[src/sha256_pkg.sv]
// SHA-256 stream hasher: shared types, constants and round functions.
package sha256_pkg;

	localparam int unsigned WordW = 32;
	localparam int unsigned QueueDepth = 4;
	localparam logic [5:0] DigestBytesRst = 6'd32;
	localparam logic [5:0] DigestMax = 6'd32;
	localparam logic [7:0] PadByte = 8'h80;

	typedef logic [WordW-1:0] word_t;

	// front-to-back command
	typedef enum logic [1:0] {
		CMD_BYTE,
		CMD_PAD,
		CMD_LEN
	} cmd_kind_t;

	typedef struct packed {
		cmd_kind_t kind;
		logic [7:0] data;
	} cmd_t;

	typedef enum logic [2:0] {
		B_IDLE,
		B_ROUND,
		B_ADD,
		B_EMIT
	} back_state_t;

	localparam word_t InitH [8] = '{
		32'h6A09E667, 32'hBB67AE85, 32'h3C6EF372, 32'hA54FF53A,
		32'h510E527F, 32'h9B05688C, 32'h1F83D9AB, 32'h5BE0CD19
	};

	function automatic word_t round_k(input logic [5:0] r);
		word_t k;
		unique case (r)
			6'd0: k = 32'h428A2F98; 6'd1: k = 32'h71374491; 6'd2: k = 32'hB5C0FBCF;
			6'd3: k = 32'hE9B5DBA5; 6'd4: k = 32'h3956C25B; 6'd5: k = 32'h59F111F1;
			6'd6: k = 32'h923F82A4; 6'd7: k = 32'hAB1C5ED5; 6'd8: k = 32'hD807AA98;
			6'd9: k = 32'h12835B01; 6'd10: k = 32'h243185BE; 6'd11: k = 32'h550C7DC3;
			6'd12: k = 32'h72BE5D74; 6'd13: k = 32'h80DEB1FE; 6'd14: k = 32'h9BDC06A7;
			6'd15: k = 32'hC19BF174; 6'd16: k = 32'hE49B69C1; 6'd17: k = 32'hEFBE4786;
			6'd18: k = 32'h0FC19DC6; 6'd19: k = 32'h240CA1CC; 6'd20: k = 32'h2DE92C6F;
			6'd21: k = 32'h4A7484AA; 6'd22: k = 32'h5CB0A9DC; 6'd23: k = 32'h76F988DA;
			6'd24: k = 32'h983E5152; 6'd25: k = 32'hA831C66D; 6'd26: k = 32'hB00327C8;
			6'd27: k = 32'hBF597FC7; 6'd28: k = 32'hC6E00BF3; 6'd29: k = 32'hD5A79147;
			6'd30: k = 32'h06CA6351; 6'd31: k = 32'h14292967; 6'd32: k = 32'h27B70A85;
			6'd33: k = 32'h2E1B2138; 6'd34: k = 32'h4D2C6DFC; 6'd35: k = 32'h53380D13;
			6'd36: k = 32'h650A7354; 6'd37: k = 32'h766A0ABB; 6'd38: k = 32'h81C2C92E;
			6'd39: k = 32'h92722C85; 6'd40: k = 32'hA2BFE8A1; 6'd41: k = 32'hA81A664B;
			6'd42: k = 32'hC24B8B70; 6'd43: k = 32'hC76C51A3; 6'd44: k = 32'hD192E819;
			6'd45: k = 32'hD6990624; 6'd46: k = 32'hF40E3585; 6'd47: k = 32'h106AA070;
			6'd48: k = 32'h19A4C116; 6'd49: k = 32'h1E376C08; 6'd50: k = 32'h2748774C;
			6'd51: k = 32'h34B0BCB5; 6'd52: k = 32'h391C0CB3; 6'd53: k = 32'h4ED8AA4A;
			6'd54: k = 32'h5B9CCA4F; 6'd55: k = 32'h682E6FF3; 6'd56: k = 32'h748F82EE;
			6'd57: k = 32'h78A5636F; 6'd58: k = 32'h84C87814; 6'd59: k = 32'h8CC70208;
			6'd60: k = 32'h90BEFFFA; 6'd61: k = 32'hA4506CEB; 6'd62: k = 32'hBEF9A3F7;
			6'd63: k = 32'hC67178F2;
			default: k = '0;
		endcase
		return k;
	endfunction

	function automatic word_t rotr(input word_t x, input int unsigned n);
		return (x >> n) | (x << (WordW - n));
	endfunction

endpackage

[src/sha256_front.sv]
// Front end: accepts input transactions and expands a finish into padding commands.
module sha256_front (
	input  logic                clk,
	input  logic                arst_n,
	input  logic                in_valid,
	output logic                in_ready,
	input  logic                in_mode,
	input  logic [7:0]          in_data,
	output logic                cmd_valid,
	input  logic                cmd_ready,
	output sha256_pkg::cmd_t    cmd
);
	import sha256_pkg::*;

	// fill tracked here so the padding run length is known up front
	logic [5:0] fill_q;
	logic       pad_q;
	logic       pad_first_q;

	assign in_ready = !pad_q && cmd_ready;
	// a finish carries no byte of its own; it only starts the padding run
	assign cmd_valid = pad_q || (in_valid && !in_mode);

	always_comb begin
		cmd.data = in_data;
		cmd.kind = CMD_BYTE;
		if (pad_q) begin
			cmd.data = pad_first_q ? PadByte : 8'h00;
			cmd.kind = (!pad_first_q && fill_q == 6'd56) ? CMD_LEN : CMD_PAD;
		end
	end

	always_ff @(posedge clk or negedge arst_n) begin
		if (!arst_n) begin
			fill_q <= '0;
			pad_q <= 1'b0;
			pad_first_q <= 1'b0;
		end else if (pad_q) begin
			if (cmd_ready) begin
				pad_first_q <= 1'b0;
				if (cmd.kind == CMD_LEN) begin
					pad_q <= 1'b0;
					fill_q <= '0;
				end else begin
					fill_q <= fill_q + 6'd1;
				end
			end
		end else if (in_valid && in_ready) begin
			if (in_mode) begin
				pad_q <= 1'b1;
				pad_first_q <= 1'b1;
			end else begin
				fill_q <= fill_q + 6'd1;
			end
		end
	end

endmodule

[src/sha256_queue.sv]
// Small command queue between front and back ends.
module sha256_queue #(
	parameter int unsigned Depth = sha256_pkg::QueueDepth
) (
	input  logic             clk,
	input  logic             arst_n,
	input  logic             wr_valid,
	output logic             wr_ready,
	input  sha256_pkg::cmd_t wr_cmd,
	output logic             rd_valid,
	input  logic             rd_ready,
	output sha256_pkg::cmd_t rd_cmd
);
	import sha256_pkg::*;

	localparam int unsigned AW = (Depth > 1) ? $clog2(Depth) : 1;

	cmd_t          mem_q [Depth];
	logic [AW-1:0] wp_q, rp_q;
	logic [AW:0]   cnt_q;
	logic          wr, rd;

	assign wr_ready = cnt_q != (AW+1)'(Depth);
	assign rd_valid = cnt_q != '0;
	assign rd_cmd = mem_q[rp_q];
	assign wr = wr_valid && wr_ready;
	assign rd = rd_valid && rd_ready;

	always_ff @(posedge clk) begin
		if (wr)
			mem_q[wp_q] <= wr_cmd;
	end

	always_ff @(posedge clk or negedge arst_n) begin
		if (!arst_n) begin
			wp_q <= '0;
			rp_q <= '0;
			cnt_q <= '0;
		end else begin
			if (wr)
				wp_q <= (wp_q == AW'(Depth - 1)) ? '0 : wp_q + AW'(1);
			if (rd)
				rp_q <= (rp_q == AW'(Depth - 1)) ? '0 : rp_q + AW'(1);
			cnt_q <= cnt_q + (AW+1)'(wr) - (AW+1)'(rd);
		end
	end

endmodule

[src/sha256_back.sv]
// Back end: packs bytes, runs the 64 rounds, emits the digest.
module sha256_back (
	input  logic             clk,
	input  logic             arst_n,
	input  logic             cmd_valid,
	output logic             cmd_ready,
	input  sha256_pkg::cmd_t cmd,
	input  logic [5:0]       digest_bytes,
	output logic             out_valid,
	input  logic             out_ready,
	output logic [7:0]       out_byte,
	output logic             out_last
);
	import sha256_pkg::*;

	back_state_t state_q, state_d;
	word_t       h_q [8];
	word_t       v_q [8];
	word_t       w_q [16];
	logic [5:0]  fill_q;
	logic [5:0]  rnd_q;
	logic [63:0] len_q;
	logic        fin_q;
	logic [5:0]  k_q, n_q;

	logic        take;
	word_t       w_new, w_cur, t0, t1, s0, s1, a2, a15;
	logic [5:0]  n_cap;

	assign n_cap = (digest_bytes > DigestMax) ? DigestMax : digest_bytes;

	// ring rotates every round, so w_q[0] is always the current word
	always_comb begin
		a2 = w_q[14];
		a15 = w_q[1];
		s0 = rotr(a15, 7) ^ rotr(a15, 18) ^ (a15 >> 3);
		s1 = rotr(a2, 17) ^ rotr(a2, 19) ^ (a2 >> 10);
		w_new = w_q[0] + s0 + w_q[9] + s1;
		w_cur = w_q[0];
		t0 = v_q[7] + (rotr(v_q[4], 6) ^ rotr(v_q[4], 11) ^ rotr(v_q[4], 25))
			+ (v_q[6] ^ (v_q[4] & (v_q[5] ^ v_q[6]))) + round_k(rnd_q) + w_cur;
		t1 = (rotr(v_q[0], 2) ^ rotr(v_q[0], 13) ^ rotr(v_q[0], 22))
			+ (((v_q[0] | v_q[1]) & v_q[2]) | (v_q[0] & v_q[1]));
	end

	always_comb begin
		state_d = state_q;
		cmd_ready = 1'b0;
		out_valid = 1'b0;
		unique case (state_q)
			B_IDLE: cmd_ready = 1'b1;
			B_ROUND: if (rnd_q == 6'd63) state_d = B_ADD;
			B_ADD: state_d = (fin_q && n_q != '0) ? B_EMIT : B_IDLE;
			B_EMIT: begin
				out_valid = 1'b1;
				if (out_ready && k_q == n_q - 6'd1)
					state_d = B_IDLE;
			end
			default: state_d = B_IDLE;
		endcase
		if (state_q == B_IDLE && cmd_valid &&
				(cmd.kind == CMD_LEN || fill_q == 6'd63))
			state_d = B_ROUND;
	end

	assign take = cmd_valid && cmd_ready;

	always_comb begin
		word_t hw;
		hw = h_q[k_q[4:2]];
		unique case (k_q[1:0])
			2'd0: out_byte = hw[31:24];
			2'd1: out_byte = hw[23:16];
			2'd2: out_byte = hw[15:8];
			2'd3: out_byte = hw[7:0];
			default: out_byte = '0;
		endcase
	end
	assign out_last = k_q == n_q - 6'd1;

	always_ff @(posedge clk or negedge arst_n) begin
		if (!arst_n)
			state_q <= B_IDLE;
		else
			state_q <= state_d;
	end

	always_ff @(posedge clk or negedge arst_n) begin
		if (!arst_n) begin
			h_q <= InitH;
			fill_q <= '0;
			len_q <= '0;
			fin_q <= 1'b0;
			rnd_q <= '0;
			k_q <= '0;
			n_q <= '0;
		end else begin
			unique case (state_q)
				B_IDLE: if (take) begin
					fin_q <= cmd.kind == CMD_LEN;
					n_q <= n_cap;
					k_q <= '0;
					rnd_q <= '0;
					v_q <= h_q;
					if (cmd.kind == CMD_LEN) begin
						w_q[14] <= len_q[63:32];
						w_q[15] <= len_q[31:0];
						fill_q <= '0;
					end else begin
						w_q[fill_q[5:2]][5'd24 - {fill_q[1:0], 3'b000} +: 8] <= cmd.data;
						fill_q <= fill_q + 6'd1;
						if (cmd.kind == CMD_BYTE)
							len_q <= len_q + 64'd8;
					end
				end
				B_ROUND: begin
					v_q[7] <= v_q[6];
					v_q[6] <= v_q[5];
					v_q[5] <= v_q[4];
					v_q[4] <= v_q[3] + t0;
					v_q[3] <= v_q[2];
					v_q[2] <= v_q[1];
					v_q[1] <= v_q[0];
					v_q[0] <= t0 + t1;
					for (int i = 0; i < 15; i++)
						w_q[i] <= w_q[i+1];
					w_q[15] <= w_new;
					// rounds 0..15 use stored words; rounds 16..63 use extended
					rnd_q <= rnd_q + 6'd1;
				end
				B_ADD: begin
					if (fin_q && n_q == '0) begin
						h_q <= InitH;
						len_q <= '0;
					end else begin
						for (int i = 0; i < 8; i++)
							h_q[i] <= h_q[i] + v_q[i];
					end
				end
				B_EMIT: if (out_ready) begin
					k_q <= k_q + 6'd1;
					if (k_q == n_q - 6'd1) begin
						h_q <= InitH;
						len_q <= '0;
					end
				end
				default: ;
			endcase
		end
	end

endmodule

[src/sha256_stream_hasher_top.sv]
// SHA-256 stream hasher top level.
// channel | dir | tdata                      | tuser       | tlast
// s_axis  | in  | [7:0] data_byte            | [0] mode    | -
// m_axis  | out | [7:0] digest_byte          | -           | last_byte
// cfg     | in  | [5:0] digest_bytes         | -           | -
// Every 64th message byte adds a compression (64 rounds at one per cycle, then the
// chaining add). A finish adds 2 to 65 padding commands, one or two compressions,
// then one digest byte per cycle while m_axis_tready is high.
// Reset clears control state and loads the initial hash; the ring is not cleared.
// A stalled m_axis holds the back end; the front keeps filling the queue.
module sha256_stream_hasher_top #(
	parameter int unsigned QDepth = sha256_pkg::QueueDepth
) (
	input  logic       clk,
	input  logic       arst_n,
	input  logic       s_axis_tvalid,
	output logic       s_axis_tready,
	input  logic [7:0] s_axis_tdata,  // [7:0] data_byte
	input  logic       s_axis_tuser,  // [0] mode
	output logic       m_axis_tvalid,
	input  logic       m_axis_tready,
	output logic [7:0] m_axis_tdata,  // [7:0] digest_byte
	output logic       m_axis_tlast,
	input  logic       cfg_we,
	input  logic [5:0] cfg_wdata
);
	import sha256_pkg::*;

	logic [5:0] digest_bytes_q;
	logic       fq_valid, fq_ready, qb_valid, qb_ready;
	cmd_t       fq_cmd, qb_cmd;

	always_ff @(posedge clk or negedge arst_n) begin
		if (!arst_n)
			digest_bytes_q <= DigestBytesRst;
		else if (cfg_we)
			digest_bytes_q <= cfg_wdata;
	end

	sha256_front u_front (
		.clk, .arst_n,
		.in_valid(s_axis_tvalid), .in_ready(s_axis_tready),
		.in_mode(s_axis_tuser), .in_data(s_axis_tdata),
		.cmd_valid(fq_valid), .cmd_ready(fq_ready), .cmd(fq_cmd)
	);

	sha256_queue #(.Depth(QDepth)) u_queue (
		.clk, .arst_n,
		.wr_valid(fq_valid), .wr_ready(fq_ready), .wr_cmd(fq_cmd),
		.rd_valid(qb_valid), .rd_ready(qb_ready), .rd_cmd(qb_cmd)
	);

	sha256_back u_back (
		.clk, .arst_n,
		.cmd_valid(qb_valid), .cmd_ready(qb_ready), .cmd(qb_cmd),
		.digest_bytes(digest_bytes_q),
		.out_valid(m_axis_tvalid), .out_ready(m_axis_tready),
		.out_byte(m_axis_tdata), .out_last(m_axis_tlast)
	);

`ifndef SYNTHESIS
	a_out_only_emit: assert property (@(posedge clk) disable iff (!arst_n)
		m_axis_tvalid |-> !qb_ready)
		else $error("output valid while back end takes commands");
	a_last_ends: assert property (@(posedge clk) disable iff (!arst_n)
		m_axis_tvalid && m_axis_tready && m_axis_tlast |=> !m_axis_tvalid)
		else $error("output continues after last byte");
	a_no_in_while_pad: assert property (@(posedge clk) disable iff (!arst_n)
		s_axis_tvalid && s_axis_tready && s_axis_tuser |=> !s_axis_tready)
		else $error("input taken during padding");
`endif

endmodule

[config.mk]
export PLATFORM = sky130hd
export DESIGN_NAME = sha256_stream_hasher_top
export DESIGN_NICKNAME = d
export VERILOG_FILES = /design/src/sha256_pkg.sv /design/src/sha256_front.sv /design/src/sha256_queue.sv /design/src/sha256_back.sv /design/src/sha256_stream_hasher_top.sv
export SDC_FILE = /design/constraint.sdc
export NUM_CORES = 2
export LEC_CHECK = 0
export BUFFER_PORTS_ARGS = -buffer_cell sky130_fd_sc_hd__buf_2
export CAP_MARGIN = 25
export CORE_UTILIZATION = 45
export DETAILED_ROUTE_END_ITERATION = 16
export PLACE_DENSITY = 0.62
export SYNTH_ARGS = -nofsm -noshare
export SYNTH_HDL_FRONTEND = slang
export SYNTH_SLANG_ARGS = --single-unit
[constraint.sdc]
create_clock -name clk -period 11.7 [get_ports clk]
set_clock_uncertainty 0.05 [all_clocks]
set_input_delay 1.17 -clock clk [delete_from_list [all_inputs] [get_ports clk]]
set_output_delay 1.17 -clock clk [all_outputs]
set_load 0.005 [all_outputs]
==> results.txt <==
status - completed
synth unique cells - 92
CP Class - flip-flop to flip-flop
top cell family by delay on the critical path - compound AO/OA/AOI/OAI gates
setup violators final - 0
Sum Neg Setup Slack - 0 ns
most frequent CP cell - fa_1
clk sinks - 1173
critical path's largest stage delay - 0.90 ns
total global-route track usage - 29.06%
Chip Height - 417.8 um
routed length per placed instance - 26.16 um
placement-stage cell area - 80530 um2
Final #Nets - 7981
CP bufs+invs - 4
r2r setup slk - 1.83 ns
Tcrit/Tclk final - 84.32%
Setup WS post-layout - 1.835 ns
Hold Path Class - input pin to async pin
Yosys warning count - 0
share of layout cells above drive strength 1 - 12.11%
total CTS buffers - 138
Worst setup EP type - flip-flop
pre-CTS WS - 1.921 ns
compound-gate portion of the synthesized area - 17.57%
slowest CP cell - dfrtp_4
Mapped Avg Cell Area - 10.51 um2
largest net degree at the start of global routing - 134
Worst-path clk slew - 0.06 ns
Async SR Flop Fraction - 31.12%
post_cts resized - 0
crit-path max FO - 75
post-synthesis adder-cell area fraction - 12.03%
Routed Antenna Nets - 0
die area - 174600 um2
post-synthesis mux area share - 6.917%
initial antenna violation count - 9
I/O pin count - 31
core area - 171700 um2
Hold WS - 0.3152 ns
mapped cell area - 77810 um2
minimum clock period - 9.865 ns
wirelength, routed - 255800 um
Clock Tree Root - clkbuf_16
CTS tree - built
Max Freq - 101.4 MHz
routed vias - 59170
I/O Buffers - 30
final instance area - 85140 um2
Post-synth top flop - edfxtp_1
first-pass GRT wire length - 378900 um
largest family of logic cells by synthesized area - compound AO/OA/AOI/OAI gates
Post-synth EDFFs - 808
max-slew violations - 0
FF+latch count, synth - 1173
post-synthesis cell count - 7405
overall die width - 417.8 um
Final Hold Viols - 0
clk buf depth - 3
Worst setup SP type - flip-flop
DRT iter0 DRCs - 5542
total setup buffers inserted after CTS - 0
Max Cap Viol - 0
Critical Path AT - 10.36 ns
starting density of the core - 45.31%
Worst-Margin Slew - 1.273 ns
GPL Wtd Cong - 1.004
routed vias/inst - 6.051
drt pass-1 iters - 8
Critical Path RT - 12.19 ns
slew margin rel. - 15.13%
syn_nets - 8037
detailed placer's ending HPWL - 191800 um
number of global-route vias before repair - 57870
clk_lat worst skew - 0.81 ns
CTS H-tree lvls - 4
Post-Synth XOR/XNOR Area - 6.979%
GRT Residual Overflow - 0
hold-fix buffer count after cts - 0
simple-gate area share of the yosys netlist - 10.00%
# DRC - 0
register area share after synthesis - 43.14%
RSZ-0062 raised after global routing - false
synth-to-layout area growth - 9.413%
Site Rows - 152
[state kept, by name (all words and copies together), names as in the netlist]
register             count
u_back.h_q             256
u_back.state_q           2
u_front.pad_first_q      1
u_front.pad_q            1
u_queue.mem_q           40
u_back.fill_q            6
u_back.k_q               6
u_front.fill_q           6
u_queue.wp_q             2
u_queue.cnt_q            3
u_back.fin_q             1
digest_bytes_q           6
u_back.v_q             256
u_back.rnd_q             6
u_back.n_q               6
u_queue.rp_q             2
u_back.len_q            61
u_back.w_q             512
[final timing paths]
| kind | start | endpoint | cells past startpoint |
|---|---|---|---|
| worst max register to register | u_back.rnd_q[2] | u_back.v_q[254] | 33 |
| min in group clk | u_back.w_q[8][30] | u_back.w_q[7][30] | 1 |
| max in group asynchronous | arst_n | u_back.h_q[90] | 4 |
| worst max-delay path | u_back.rnd_q[2] | u_back.v_q[254] | 33 |
| worst min-delay path | arst_n | u_back.h_q[198] | 1 |
| worst min register to register | u_back.w_q[8][30] | u_back.w_q[7][30] | 1 |
[area by class of cell]
| type | instances | area, um2 |
|---|---|---|
| clock buffer | 193 | 3805 |
| clock inverter | 64 | 708.2 |
| fill | 15600 | 86600 |
| timing repair buffer | 160 | 1172 |
| multi-input combinational | 5540 | 41710 |
| antenna | 3 | 7.507 |
| inverter | 336 | 1261 |
| tap | 2310 | 2890 |
| sequential | 1173 | 33580 |
[cells in the mapped netlist (all sizes together) (60+ instances only)]
master | n | area share, %
edfxtp | 808 | 31
nand2 | 631 | 3.0
o21ai | 585 | 3.8
a21oi | 548 | 3.5
nor2 | 491 | 2.4
a21o | 446 | 4.3
ha | 416 | 6.7
xnor2 | 405 | 4.6
inv | 335 | 1.6
clkbuf | 314 | 1.5
mux2 | 276 | 4.0
dfrtp | 228 | 7.3
xor2 | 215 | 2.4
fa | 196 | 5.0
dfstp | 137 | 4.6
nand3 | 111 | 0.71
nor3 | 86 | 0.55
a211oi | 82 | 0.79
mux4 | 77 | 2.2
o21a | 61 | 0.59
nand2b | 60 | 0.48
[worst reg2reg max path, delay by kind of cell (launching register included)]
kind / cells / cell delay [ns]
simple gates: 5 / 1.02
fa+ha+maj: 7 / 3.04
xor+xnor: 1 / 0.11
buf+inv: 4 / 0.87
flops: 1 / 0.90
mux: 1 / 0.27
compound gates: 15 / 3.36
[layout by cell type (no fill, tap or decap), drive strengths merged, types with 18 or more instances in the layout]
cell / n
nor2: 491
and3: 46
clkinv: 43
o21bai: 47
o22ai: 18
a211oi: 82
inv: 341
nand3: 111
nor3: 86
a21o: 446
ha: 416
xnor2: 405
nand2b: 60
mux2: 276
and2: 58
a21oi: 548
xor2: 215
mux2i: 54
nor2b: 57
buf: 155
edfxtp: 808
a31oi: 54
o21ai: 585
mux4: 77
clkbuf: 197
a2111oi: 23
nor4: 18
fa: 196
nand4: 24
a22o: 20
dfstp: 137
or3: 57
o21a: 61
nand2: 631
o31ai: 27
dfrtp: 228
maj3: 23
or2: 23
o211ai: 55
[metrics by stage]
step	instances	utilization [%]
global route	9776	49.57
global placement	9496	46.84
finish	9779	49.58
floorplan	7405	-
detailed placement	9509	46.89
CTS	9766	49.52
[logic make-up (layout without fill, tap and decap cells)]
family / Yosys count / count (layout)
multiplexers: 407 / 407
AND/OR/NAND/NOR: 1713 / 1713
XOR/XNOR: 620 / 620
AO/OA/AOI/OAI: 2165 / 2165
adder cells (fa/ha/maj): 635 / 635
flip-flops: 1173 / 1173
other: 0 / 3
buffers and inverters: 692 / 753
[metal layers]
metal | GRT usage, % | part of all wire [%]
met3 | 4.469 | 6.1
met1 | 36.58 | 40
met5 | 0 | 0.014
met2 | 47.57 | 47
met4 | 16.65 | 6.6
Power is not shown: default switching activity piles up to over one toggle a cycle in this logic, so the estimate is an artifact.
